### src/rtl/icc_pkg.sv
`default_nettype none

package icc_pkg;

    localparam int MAX_WIDTH   = 2048;
    localparam int MAX_ROWS    = 4096;
    localparam int KERNEL_SIZE = 3;
    localparam int WIN_TAPS    = KERNEL_SIZE * KERNEL_SIZE;
    localparam int PIX_W       = 24;
    localparam int CH_W        = 8;
    localparam int COL_W       = $clog2(MAX_WIDTH);
    localparam int ROW_W       = $clog2(MAX_ROWS);

    // configuration register indexes
    localparam logic [2:0] REG_COEF_TOP = 3'd0;
    localparam logic [2:0] REG_COEF_MID = 3'd1;
    localparam logic [2:0] REG_COEF_BOT = 3'd2;
    localparam logic [2:0] REG_DIVISOR  = 3'd3;
    localparam logic [2:0] REG_WIDTH    = 3'd4;
    localparam logic [2:0] REG_HEIGHT   = 3'd5;
    localparam logic [2:0] REG_COLOR    = 3'd6;

    typedef logic [WIN_TAPS-1:0][PIX_W-1:0] t_window;

    // which window rows/columns feed one output channel
    typedef struct packed {
        logic       up_first;
        logic       lo;
        logic       cl_first;
        logic       ce;
        logic [1:0] ch;
    } t_job;

    // window row or column used for kernel position i
    function automatic logic [1:0] win_sel(input logic first, input logic alt,
                                           input logic [1:0] i);
        logic [1:0] s;
        if (alt) begin
            s = (i == 2'd0) ? 2'd1 : 2'd2;
        end else if (i == 2'd0) begin
            s = first ? 2'd1 : 2'd0;
        end else begin
            s = i;
        end
        return s;
    endfunction

    function automatic logic [3:0] win_index(input logic [1:0] r, input logic [1:0] c);
        return {2'b00, r} * 4'd3 + {2'b00, c};
    endfunction

endpackage

`default_nettype wire

### src/rtl/icc_mac.sv
`default_nettype none

module icc_mac (
    input  wire logic                 i_clk,
    input  wire logic                 i_rst_n,
    input  wire logic                 i_start,
    input  wire icc_pkg::t_job        i_job,
    input  wire icc_pkg::t_window     i_window,
    input  wire logic [23:0]          i_coef_top,
    input  wire logic [23:0]          i_coef_mid,
    input  wire logic [23:0]          i_coef_bot,
    input  wire logic signed [7:0]    i_divisor,
    output logic                      o_done,
    output logic [7:0]                o_value
);

    typedef enum logic [2:0] {
        U_IDLE = 3'b001,
        U_MAC  = 3'b010,
        U_DIV  = 3'b100
    } t_ustate;

    t_ustate            r_state;
    logic [1:0]         r_i;
    logic [1:0]         r_j;
    logic signed [19:0] r_acc;
    logic [18:0]        r_num;
    logic [7:0]         r_rem;
    logic [7:0]         r_den;
    logic               r_neg;
    logic [4:0]         r_step;
    logic               r_done;
    logic [7:0]         r_value;

    logic [1:0]         rsel;
    logic [1:0]         csel;
    logic [23:0]        tap;
    logic [7:0]         pix;
    logic [23:0]        coef_row;
    logic signed [7:0]  coef;
    logic signed [16:0] prod;
    logic signed [19:0] n_acc;
    logic [19:0]        acc_mag;
    logic [8:0]         trial;
    logic               qbit;
    logic [18:0]        n_num;
    logic [7:0]         n_rem;

    always_comb begin
        rsel     = icc_pkg::win_sel(i_job.up_first, i_job.lo, r_i);
        csel     = icc_pkg::win_sel(i_job.cl_first, i_job.ce, r_j);
        tap      = i_window[icc_pkg::win_index(rsel, csel)];
        pix      = tap[8*i_job.ch +: 8];
        case (r_i)
            2'd0:    coef_row = i_coef_top;
            2'd1:    coef_row = i_coef_mid;
            default: coef_row = i_coef_bot;
        endcase
        coef     = $signed(coef_row[8*r_j +: 8]);
        prod     = coef * $signed({1'b0, pix});
        n_acc    = r_acc + 20'(prod);
        acc_mag  = n_acc[19] ? 20'(-n_acc) : n_acc;
        trial    = {r_rem, r_num[18]};
        qbit     = trial >= {1'b0, r_den};
        n_rem    = qbit ? 8'(trial - {1'b0, r_den}) : trial[7:0];
        n_num    = {r_num[17:0], qbit};
    end

    always_ff @(posedge i_clk) begin
        if (!i_rst_n) begin
            r_state <= U_IDLE;
            r_done  <= 1'b0;
        end else begin
            r_done <= 1'b0;
            unique case (r_state)
                U_IDLE: begin
                    if (i_start) begin
                        r_state <= U_MAC;
                        r_i     <= 2'd0;
                        r_j     <= 2'd0;
                        r_acc   <= '0;
                    end
                end
                U_MAC: begin
                    r_acc <= n_acc;
                    if (r_j == 2'd2) begin
                        r_j <= 2'd0;
                        r_i <= r_i + 2'd1;
                    end else begin
                        r_j <= r_j + 2'd1;
                    end
                    if (r_i == 2'd2 && r_j == 2'd2) begin
                        r_state <= U_DIV;
                        r_num   <= acc_mag[18:0];
                        r_neg   <= n_acc[19] ^ i_divisor[7];
                        r_den   <= i_divisor[7] ? 8'(-i_divisor) : i_divisor;
                        r_rem   <= '0;
                        r_step  <= 5'd18;
                    end
                end
                U_DIV: begin
                    r_num  <= n_num;
                    r_rem  <= n_rem;
                    r_step <= r_step - 5'd1;
                    if (r_step == 5'd0) begin
                        r_state <= U_IDLE;
                        r_done  <= 1'b1;
                        // negative quotient clamps to zero, large one to full scale
                        if (r_neg) begin
                            r_value <= 8'h00;
                        end else if (|n_num[18:8]) begin
                            r_value <= 8'hff;
                        end else begin
                            r_value <= n_num[7:0];
                        end
                    end
                end
                default: r_state <= U_IDLE;
            endcase
        end
    end

    assign o_done  = r_done;
    assign o_value = r_value;

endmodule

`default_nettype wire

### config.mk
export PLATFORM = sky130hd
export DESIGN_NAME = icc_mac
export DESIGN_NICKNAME = d
export VERILOG_FILES = /design/src/rtl/icc_pkg.sv /design/src/rtl/icc_mac.sv
export SDC_FILE = /design/constraint.sdc
export NUM_CORES = 1
export LEC_CHECK = 0
export BUFFER_PORTS_ARGS = -buffer_cell sky130_fd_sc_hd__buf_2
export CAP_MARGIN = 20
export CORE_MARGIN = 5
export CORE_UTILIZATION = 35
export CTS_CLUSTER_SIZE = 25
export DETAILED_ROUTE_END_ITERATION = 12
export RECOVER_POWER = 50
export SYNTH_ARGS = -nofsm -noshare
export SYNTH_HDL_FRONTEND = slang
export SYNTH_SLANG_ARGS = --single-unit
### constraint.sdc
create_clock -name i_clk -period 11.38 [get_ports i_clk]
set_clock_uncertainty 0.1 [all_clocks]
set_input_delay 1.138 -clock i_clk [delete_from_list [all_inputs] [get_ports i_clk]]
set_output_delay 1.138 -clock i_clk [all_outputs]
set_load 0.1 [all_outputs]
== Yosys cells after proc, flatten, opt, wreduce, memory -nomap -nowiden ==
Index checks and enable logic that the tools add are counted.
Storage, ports and cells
  bits in registers: 77
  bits of input ports: 305
  output and inout port bits: 9
  logic and storage cells: 84
Operators by class
  add/subtract/negate cells: 8
  multipliers: 2
  order comparisons: 2
  equality and inequality tests: 10
  shift-type cells: 2
  mux-type cells: 33
  bitwise gates (word level): 1
  reductions and logical operators: 14
Operators by type and width (number)
  $bmux W24 S4: 1
  $pmux W24 S2: 1
  $shiftx A24 B6 Y8: 2
  $pmux W20 S2: 1
  $mux W19: 2
  $pmux W19 S2: 1
  $mux W24: 1
  $mux W8: 3
  $add A20 B17 Y20: 1
  $mux W20: 1
  $neg A19 Y19: 1
  $mux W2: 9
  $mul A8 B9 Y17: 1
  $pmux W8 S2: 1
  $reduce_and A3 Y1: 5
  $reduce_or A11 Y1: 1
  $pmux W5 S2: 1
  $ge A9 B8 Y1: 1
  $mux W3: 3
  $pmux W3 S3: 1
  $ne A2 B2 Y1 const B: 4
  $neg A8 Y8: 1
  $pmux W2 S2: 2
  $sub A8 B8 Y8: 1
  other kinds (20): 26

== Logic depth before layout (Yosys ltp) ==
Gate-level depths: netlist of run 1.
  word-level depth: 14
  mapped depth: 43
  mapped depth without buffers: 36

== Worst setup path after synthesis of run 1 ==
Ideal clock, no wire load.
  path type: input port to flip-flop
  start point: input i_job[4] (netlist bit)
  end point: register r_num[17], data pin
  setup time: 0.258 ns
  data arrival time: 9.136 ns
  required time: 11.022 ns
  slack: 1.886 ns
  cell stages on the path: 34
  buffers on the path: 3
  cell sequence: nand2b_1 -> o21ai_0 -> inv_1 -> fa_1 -> inv_1 -> ha_1 -> inv_1 -> fa_1 -> clkbuf_1 -> nor3_1 -> clkbuf_1 -> a22oi_1 -> a21oi_1 -> a22oi_1 -> o21ai_1 -> nand2b_1 -> fa_1 -> fa_1 -> inv_1 -> fa_1 -> fa_1 -> inv_1 -> fa_1 -> inv_1 -> ha_1 -> buf_6 -> and3_4 -> a221oi_4 -> nor3_1 -> nor4_2 -> nand4_1 -> or4_1 -> a21oi_1 -> o31ai_2
Between the ends
  longest elaborated chain between the ends: 12
RTL lines
  start: declaration: line icc_mac.sv:7  | input wire icc_pkg::t_job i_job,
  $mux W2 (*): line icc_pkg.sv:38  | if (alt) begin
  $mul A2 B2 Y4 (*): line icc_pkg.sv:49  | return {2'b00, r} * 4'd3 + {2'b00, c};
  $add A4 B2 Y4 (*): line icc_pkg.sv:49
  $bmux W24 S4 (*): line icc_mac.sv:52  | tap = i_window[icc_pkg::win_index(rsel, csel)];
  $mux W24 (implied by the code) (*): line icc_mac.sv:52
  $shiftx A24 B6 Y8 (*): line icc_mac.sv:53  | pix = tap[8*i_job.ch +: 8];
  $mul A8 B9 Y17 (*): line icc_mac.sv:60  | prod = coef * $signed({1'b0, pix});
  $add A20 B17 Y20 (*): line icc_mac.sv:61  | n_acc = r_acc + 20'(prod);
  $neg A19 Y19: line icc_mac.sv:62  | acc_mag = n_acc[19] ? 20'(-n_acc) : n_acc;
  $mux W19 (*): line icc_mac.sv:62
  $mux W19 (*): line icc_mac.sv:92  | if (r_i == 2'd2 && r_j == 2'd2) begin
  $pmux W19 S2 (*): line icc_mac.sv:75  | unique case (r_state)
  end signal: assignment: line icc_mac.sv:94  | r_num <= acc_mag[18:0];
  end signal: assignment: line icc_mac.sv:102  | r_num <= n_num;
  end: declaration: line icc_mac.sv:27  | logic [18:0] r_num;
Mark *: on every way between the ends. The rest lies on a longest branch, timed or not. The select of a mux whose other input is x is not followed.
A chain may end at the register's enable or synchronous reset.

== Final worst setup path of run 1 ==
  start point: register r_i[0]
  end point: register r_num[18], data pin
Between the ends
  longest elaborated chain between the ends: 14
  elaborated cells on any way between the ends: 18
  those cells by class: add/sub: 3; mul: 2; eq/ne: 1; shift: 2; mux: 9; reduce/logical: 1
RTL lines
  start: declaration: line icc_mac.sv:24  | logic [1:0] r_i;
  start signal: assignment: line icc_mac.sv:88  | r_i <= r_i + 2'd1;
  $logic_not A2 Y1: line icc_pkg.sv:39, icc_pkg.sv:40, icc_mac.sv:54
  $mux W2, on equally long branches: line icc_pkg.sv:40, icc_pkg.sv:39
  $mux W2: line icc_pkg.sv:38
  $mul A2 B2 Y4: line icc_pkg.sv:49
  $add A4 B2 Y4: line icc_pkg.sv:49
  $bmux W24 S4: line icc_mac.sv:52
  $mux W24 (implied by the code): line icc_mac.sv:52
  $shiftx A24 B6 Y8: line icc_mac.sv:53
  $mul A8 B9 Y17 (*): line icc_mac.sv:60
  $add A20 B17 Y20 (*): line icc_mac.sv:61
  $neg A19 Y19: line icc_mac.sv:62
  $mux W19 (*): line icc_mac.sv:62
  $mux W19 (*): line icc_mac.sv:92
  $pmux W19 S2 (*): line icc_mac.sv:75
Marked as above.

==> results.json, run 1 <==
{
  "crit_path_end_kind": "register",
  "h-tree-depth": 3,
  "fin_tns_setup_ns": 0,
  "power_w": 0.00268,
  "wl_um": 35800,
  "ys.flop_type": "edfxtp_1",
  "powerDensity_mw_per_mm2": 223,
  "final_hold_viol_count": 0,
  "clock_sinks": 77,
  "clk_pin_slew_ns": 0.07,
  "grt_max_degree": 36,
  "cp_num_buf_inv": 9,
  "hpwl_um": 30200,
  "p_leak_nw": 5.43,
  "vias": 8969,
  "numCtsBuffers": 9,
  "first_global_vias": 9149,
  "final_cell_area_mm2": 0.0120,
  "clkLatencyLatePin_ns": 0.35,
  "slew_headroom_pct": 11.2,
  "slew_viol_final": 0,
  "ctsHoldBuffers": 0,
  "drtAntennaViolNets": 0,
  "initial_core_util_pct": 35.3,
  "area_delta_synth_final_pct": 23.1,
  "yosysSeqAreaShare_pct": 23.3,
  "worstMarginPinSlew_ns": 1.33,
  "place.gp.congestion": 1.03,
  "slowest_stage": "a21oi_1",
  "wl_per_cell_um": 21.3,
  "dp_worst_setup_slack_ns": 0.886,
  "cts-root-buf": "clkbuf_16",
  "synth_area_mm2": 0.00976,
  "die_area_mm2": 0.0313,
  "cts_tree": "built",
  "ys_seq_elements": 77,
  "crit_arrival_ns": 10.18,
  "overflow": 0,
  "nets": 1731,
  "ys_types": 77,
  "layout_commonest_cell": "buf_2",
  "setup_violations": 0,
  "cts_max_path_buffers": 2,
  "maxCapViolCount": 0,
  "vdd_drop_max_uv": 246,
  "cp-start-kind": "register",
  "post_cts_resized": 0,
  "io_pins": 314,
  "synth_cells": 1003,
  "r2r_setup_slack_ns": 1.21,
  "layout_min_cycle_time_ns": 10.17,
  "rows": 61,
  "post_cts_buffers": 0,
  "via_per_inst": 5.34,
  "cp_top_family": "adder cells",
  "core_mm2": 0.0276,
  "hold_class": "reg2reg",
  "drc": 0,
  "post_layout_nonfiller_instances": 1680,
  "path_class": "reg2reg",
  "slowest_delay_ns": 0.58,
  "fp.dieW_um": 177,
  "grt_usage_pct": 22.4,
  "die_y_um": 177,
  "port_buffers": 313,
  "drt_iter0_drc": 527,
  "drt_pass1_iterations": 5,
  "antenna_found_initial": 8,
  "place_inst": 1659,
  "cp_data_required_time_ns": 11.39,
  "placedInstanceArea_mm2": 0.0117,
  "post-route-period-util_pct": 89.4,
  "outcome": "finished clean",
  "final_layout_size_suffix_gt1_share_pct": 32.5,
  "synth_area_per_cell_um2": 9.73,
  "max_freq_mhz": 98.3,
  "cp_max_fo": 25,
  "grt_pass1_wl_um": 53400,
  "fin_ws_ns": 1.21,
  "synth_edf_count": 73,
  "yosys_warnings": 0,
  "synth_nets": 1442,
  "async_flop_share_pct": 0,
  "rsz0062_at_grt": "no",
  "mostFrequentLayoutCells": "301 x buf_2, 120 x inv_1, 77 x ha_1, 74 x nor2_1, 73 x edfxtp_1"
}
==> through the flow <==
stage	hold WS (ns)	util (%)
6_report	0.473	43.5
5_1_grt	0.491	43.5
4_1_cts	0.472	43.6
3_5_place_dp	0.454	42.5
3_3_place_gp	0.449	42.5
2_1_floorplan	0.420	-
==> worst min-delay path: cells and delay by family (launching register included) <==
kind             cells  cell delay (ns)
DFF                  1             0.34
and+or+nand+nor      2             0.13
==> layout make-up <==
| cell class | count | area (um^2) |
|---|---|---|
| flip-flops and latches | 77 | 2270 |
| clock buffers | 9 | 225 |
| inverters | 121 | 454 |
| clock inverters | 7 | 82.6 |
| repair buffers | 335 | 1720 |
| well taps | 378 | 473 |
| fillers | 2780 | 15600 |
| diodes | 5 | 12.5 |
| multi-input cells | 748 | 6780 |
==> sequential cells by signal, summed over array words and instances, names as in the netlist <==
name,cells
r_acc,20
o_done,1
r_rem,8
r_num,19
r_i,2
r_state,3
r_neg,1
r_j,2
r_step,5
r_den,8
o_value,8
==> report_power, final <==
part / leakage (nW) / internal, W / total, W / switching (W)
Clock: 0.144 / 0.000173 / 0.000301 / 0.000128
Sequential: 0.721 / 0.000360 / 0.000364 / 0.00000374
Combinational: 4.56 / 0.000831 / 0.00201 / 0.00118
==> synthesized netlist by cell type, drive strengths merged, types with 19 or more instances <==
master,number,area [um^2]
a211oi,22,183
a21oi,55,279
o21ai,30,150
nand2,67,251
buf,24,155
inv,121,454
ha,79,988
edfxtp,73,2190
nand2b,22,138
fa,55,1100
nor2b,19,119
nor2,75,289
a22oi,24,180
mux4,48,1080
a22o,29,254
xnor2,21,199
clkbuf,33,124
==> cell families after synthesis <==
family | after synthesis | share of synthesized area, %
mux | 58 | 12.2
flops | 77 | 23.3
xor+xnor | 25 | 2.40
fa+ha+maj | 134 | 21.4
buf+inv | 178 | 7.51
compound gates | 247 | 18.4
simple gates | 284 | 14.8
==> worst paths after layout <==
| path | cells past startpoint | endpoint | start |
|---|---|---|---|
| worst min register to register | 2 | r_step[4] | r_step[4] |
| worst max-delay path | 34 | r_num[18] | r_i[0] |
| worst max register to register | 34 | r_num[18] | r_i[0] |
| worst min-delay path | 2 | r_step[4] | r_step[4] |
==> per-layer routing <==
metal | share of wire (%) | wire length [um] | global-route usage, %
met3 | 6.7 | 2400 | 3.78
met1 | 41 | 14700 | 28.5
met2 | 49 | 17300 | 37.1
met5 | 0 | 0 | 0
met4 | 3.8 | 1350 | 10.6
(Power assumes the default switching activity.)
==> run 2, diff against run 1 <==
Settings changed: CORE_MARGIN 5 to default.
==> run 2 against run 1 <==
The run now ends with capacitance limit, slew limit left. Die area shrank 8.8%. Cell count grew 0.12%. Critical path type unchanged. Largest cell class unchanged. Worst setup slack lost 0.54 ns. Combinational power is essentially flat. Clock-buffer cell count grew 2. Global-route usage grew 3.8 points. Non-clock buffer count grew 3. Hold slack lost 0.0083 ns. Sequential share of layout area shrank 0.11 points. Design area grew 0.57%. Highest routed layer unchanged. Sequential power is essentially flat. Largest power group unchanged. Critical path depth grew 1.
==> results.json, run 2 (synthesized netlist as in run 1, its figures left out) <==
{
  "startpoint": "r_i[0]",
  "crit_arrival_ns": 10.71,
  "clk_pin_slew_ns": 0.06,
  "die_area_mm2": 0.0286,
  "min_to": "r_num[17]",
  "slowest_delay_ns": 0.61,
  "hpwl_um": 31000,
  "cp_common_cell": "fa_1",
  "cp_num_buf_inv": 9,
  "layout_min_cycle_time_ns": 10.71,
  "overflow": 0,
  "cp-start-kind": "register",
  "cp_data_required_time_ns": 11.38,
  "setup_violations": 0,
  "via_per_inst": 5.47,
  "grt-busiest-layer": "met2",
  "worstMarginPinSlew_ns": 1.91,
  "slew_headroom_pct": -27.0,
  "crit_path_end_kind": "register",
  "post_layout_nonfiller_instances": 1682,
  "cp_top_family": "adder cells",
  "p_leak_nw": 5.46,
  "cts-root-buf": "clkbuf_16",
  "drc": 0,
  "h-tree-depth": 3,
  "io_pins": 314,
  "antenna_found_initial": 11,
  "rsz0062_at_grt": "no",
  "layout_commonest_cell": "buf_2",
  "clkLatencyLatePin_ns": 0.35,
  "maxCapViolCount": 1,
  "slowest_stage": "ha_1",
  "wl_per_cell_um": 22.1,
  "ctsHoldBuffers": 0,
  "final_hold_viol_count": 0,
  "post-route-period-util_pct": 94.1,
  "outcome": "complete, but fails checks",
  "drt_pass1_iterations": 5,
  "cp_max_fo": 16,
  "failed_checks": "capacitance limit, slew limit",
  "final_layout_size_suffix_gt1_share_pct": 32.3,
  "use_met1_pct": 33.5,
  "slew_viol_final": 33,
  "mostFrequentLayoutCells": "303 x buf_2, 120 x inv_1, 77 x ha_1, 74 x nor2_1, 73 x edfxtp_1",
  "top_regs": "r_acc: 20 flops, r_num: 19 flops",
  "r2r-start": "r_i[0]",
  "r2r_setup_slack_ns": 0.67,
  "wl_um": 37100,
  "die_y_um": 169,
  "nets": 1734,
  "grt_usage_pct": 26.2,
  "largest_register_ff_count": 20,
  "drt_iter0_drc": 578,
  "clock_sinks": 77,
  "largest-register": "r_acc",
  "powerDensity_mw_per_mm2": 226,
  "port_buffers": 313,
  "worstHoldStart": "r_num[16]",
  "hold_class": "reg2reg",
  "rows": 60,
  "vdd_drop_max_uv": 177,
  "place.gp.congestion": 1.11,
  "hold_slack_ns": 0.465,
  "grt_util_met2_pct": 42.5,
  "worstRegToRegCells": 35,
  "grt_pass1_wl_um": 55300,
  "core_mm2": 0.0272,
  "place_inst": 1654,
  "path_class": "reg2reg",
  "use_met3_pct": 5.24,
  "area_delta_synth_final_pct": 23.8,
  "fin_tns_setup_ns": 0,
  "drtAntennaViolNets": 0,
  "fp.dieW_um": 169,
  "post_cts_resized": 0,
  "grt_max_degree": 36,
  "cts_tree": "built",
  "initial_core_util_pct": 35.9,
  "cts_max_path_buffers": 2,
  "post_cts_buffers": 0,
  "max_freq_mhz": 93.4,
  "first_global_vias": 9352,
  "vias": 9199,
  "numCtsBuffers": 9,
  "r2r-end": "r_num[18]",
  "hold_depth": 2
}
==> run 2: changes by cell type in the layout (fill, tap and decap cells not counted), moves of 2 or more <==
cell        change
buf_2           +2
diode_2         +6
clkbuf_1        +4
clkinvlp_4      -2
buf_4           -3
bufinv_16       +2
==> run 2: stage by stage <==
| step | area [um^2] | util [%] | setup slack (ns) | power (W) |
|---|---|---|---|---|
| 2_1_floorplan | 9760 | - | 1.89 | 0.00193 |
| 3_3_place_gp | 11700 | 43.2 | 0.762 | 0.00235 |
| 3_5_place_dp | 11700 | 43.2 | 0.613 | 0.00238 |
| 4_1_cts | 12100 | 44.4 | 0.764 | 0.00272 |
| 5_1_grt | 12100 | 44.4 | 0.0139 | 0.00298 |
| 6_report | 12100 | 44.5 | 0.671 | 0.00273 |
==> run 2: area by class of cell <==
cell class	instances	area, um^2
antenna	11	27.5
tap	372	465
clock inverter	4	98.8
multi-input combinational	748	6780
timing repair buffer	338	1750
inverter	121	454
clock buffer	11	233
sequential	77	2270
fill	2734	15100
==> run 2: worst max-delay path by stage <==
stage,end,cells past startpoint,slack [ns]
after floorplan,r_num[17],34,1.89
after global placement,r_num[18],32,0.76
after detailed placement,r_num[18],35,0.61
after CTS,r_num[18],35,0.76
after global routing,r_num[18],35,0.01
final,r_num[18],35,0.67
==> run 2: report_power, final <==
group	internal (W)	switching (W)
Combinational	0.000834	0.00120
Clock	0.000214	0.000117
Sequential	0.000360	0.00000309
==> run 2: worst reg2reg max path, delay by kind of cell (launching register included) <==
family | cells | cell delay [ns]
AO/OA/AOI/OAI | 6 | 1.42
adder cells (fa/ha/maj) | 10 | 4.68
buffers and inverters | 9 | 1.25
flip-flops | 1 | 0.46
AND/OR/NAND/NOR | 10 | 2.57
==> run 2: per-layer routing <==
layer,vias up,share of wire [%]
met5,-,0
met4,0,3.8
met3,67,6.7
met2,358,46
met1,4499,43
li1,4275,-
==> run 3, diff against run 2 <==
Settings changed: CORE_UTILIZATION 35 to 53, PLACE_DENSITY from default to 0.83.
==> run 3 against run 2 <==
The run still ends with capacitance limit, slew limit left. Clock-buffer cell count decreased by 1. Critical path depth decreased by 5. Die area decreased by 34%. Utilization up 21 points. Cell count down 8.7%. Sequential share of layout area up 0.42 points. Hold slack improved by 0.014 ns. Design area shrank 2.2%. Maximum frequency increased by 3.5%. Critical path type is now in2reg. Largest power group unchanged.
==> results.json, run 3 (synthesized netlist as in run 1, its figures left out) <==
{
  "initial_core_util_pct": 54.2,
  "clkLatencyLatePin_ns": 0.35,
  "powerDensity_mw_per_mm2": 228,
  "cts-root-buf": "clkbuf_16",
  "crit_path_end_kind": "register",
  "place.gp.congestion": 0.963,
  "fin_tns_setup_ns": 0,
  "path_class": "in2reg",
  "overflow": 0,
  "p_int_w": 0.00136,
  "crit_arrival_ns": 10.31,
  "failed_checks": "capacitance limit, slew limit",
  "r2r_setup_slack_ns": 1.08,
  "final_hold_viol_count": 0,
  "worstRegToRegCells": 30,
  "rows": 49,
  "core_mm2": 0.0180,
  "grt_usage_pct": 41.9,
  "grt_max_degree": 36,
  "slew_viol_final": 33,
  "r2r-start": "r_i[0]",
  "clkPwrFrac_pct": 11.2,
  "fp.dieW_um": 138,
  "cp-start-kind": "primary input",
  "layout_commonest_cell": "buf_2",
  "port_buffers": 313,
  "largest_register_ff_count": 20,
  "min_to": "r_num[12]",
  "r2r-end": "r_num[17]",
  "top_regs": "r_acc: 20 flops, r_num: 19 flops",
  "layout_min_cycle_time_ns": 10.34,
  "power_w": 0.00269,
  "post_cts_resized": 0,
  "p_seq_share_pct": 13.5,
  "p_switching_w": 0.00133,
  "wl_um": 38700,
  "worstHoldStart": "r_num[11]",
  "io_pins": 314,
  "drt_pass1_iterations": 6,
  "area_delta_synth_final_pct": 21.1,
  "cts_max_path_buffers": 2,
  "clk_pin_slew_ns": 0.06,
  "largest-register": "r_acc",
  "drc": 0,
  "cts_tree": "built",
  "mostFrequentLayoutCells": "301 x buf_2, 120 x inv_1, 77 x ha_1, 74 x nor2_1, 73 x edfxtp_1",
  "post_cts_buffers": 0,
  "die_y_um": 138,
  "antenna_found_initial": 19,
  "vdd_drop_max_uv": 188,
  "drt_iter0_drc": 1036,
  "cp_top_family": "adder cells",
  "hpwl_um": 31000,
  "ctsHoldBuffers": 0,
  "clock_sinks": 77,
  "cp_num_buf_inv": 7,
  "drtAntennaViolNets": 0,
  "cp_data_required_time_ns": 11.34,
  "numCtsBuffers": 9,
  "worstMarginPinSlew_ns": 1.93,
  "slowest_delay_ns": 0.65,
  "via_per_inst": 6.31,
  "cp_max_fo": 21,
  "post-route-period-util_pct": 90.9,
  "final_layout_size_suffix_gt1_share_pct": 32.4,
  "pwr-share-comb_pct": 75.3,
  "maxCapViolCount": 1,
  "slowest_stage": "a21oi_1",
  "hold_depth": 2,
  "switching_share_pct": 49.3,
  "hold_class": "reg2reg",
  "outcome": "complete, but fails checks",
  "slew_headroom_pct": -28.9,
  "fill_cells": 1524,
  "vias": 9682,
  "die_area_mm2": 0.0190,
  "nets": 1731,
  "grt_pass1_wl_um": 56100,
  "wl_per_cell_um": 25.2,
  "h-tree-depth": 3,
  "first_global_vias": 9451,
  "p_leak_nw": 5.42,
  "setup_violations": 0,
  "cp_common_cell": "fa_1",
  "rsz0062_at_grt": "no",
  "max_freq_mhz": 96.7
}
-- run 3: cell types whose count changed in the layout (fill, tap and decap cells not counted), sizes merged --
| cell | change |
|---|---|
| bufinv | -2 |
| diode | -2 |
| buf | -2 |
| clkbuf | -2 |
| clkinvlp | +2 |
| inv | +2 |
-- run 3: power by group through the flow --
| stage | logic [W] | clock network [W] | registers, W |
|---|---|---|---|
| after detailed placement | 0.00198 | 0 | 0.000370 |
| final | 0.00202 | 0.000301 | 0.000364 |
| after global routing | 0.00223 | 0.000312 | 0.000365 |
| after floorplan | 0.00156 | 0 | 0.000368 |
| after global placement | 0.00192 | 0 | 0.000369 |
| after CTS | 0.00199 | 0.000301 | 0.000364 |
-- run 3: routing by layer --
layer | global-route usage [%] | routed length [um]
met2 | 62.3 | 16500
met4 | 14.3 | 1290
met3 | 17.4 | 5890
met5 | 4.44 | 75
met1 | 54.4 | 15000
-- run 3: worst min-delay path: stages (launching register included) --
cell and delay, ns:
edfxtp_1 0.36, nand2_1 0.06, o31ai_1 0.05
-- run 3: worst max path at each step --
stage              from         to  slack [ns]  depth (start not counted)
2_1_floorplan  i_job[4]  r_num[17]        1.89                         34
3_3_place_gp   i_job[4]  r_num[18]        0.98                         31
5_1_grt          r_i[0]   r_num[4]        0.54                         31
3_5_place_dp   i_job[4]  r_num[18]        0.79                         30
4_1_cts        i_job[4]  r_num[17]        1.17                         30
6_report       i_job[4]  r_num[17]        1.04                         30
-- run 3: layout make-up --
class                   count  area, um^2  area share (%)
multi-input cells         748        6780            57.3
inverters                 121         454            3.84
flip-flops and latches     77        2270            19.2
repair buffers            335        1700            14.4
clock buffers              10         239            2.02
diodes                      9        22.5           0.191
clock inverters             6        67.6           0.572
well taps                 229         287            2.42
-- run 3: through the flow --
stage / area (um^2) / hold WS (ns) / utilization (%) / setup slack, ns / cells
floorplan: 9760 / 0.420 / - / 1.89 / 1003
global placement: 11500 / 0.451 / 63.9 / 0.976 / 1509
detailed placement: 11500 / 0.456 / 64.0 / 0.788 / 1510
CTS: 11800 / 0.473 / 65.7 / 1.17 / 1526
global route: 11800 / 0.507 / 65.5 / 0.543 / 1531
finish: 11800 / 0.480 / 65.6 / 1.04 / 1535
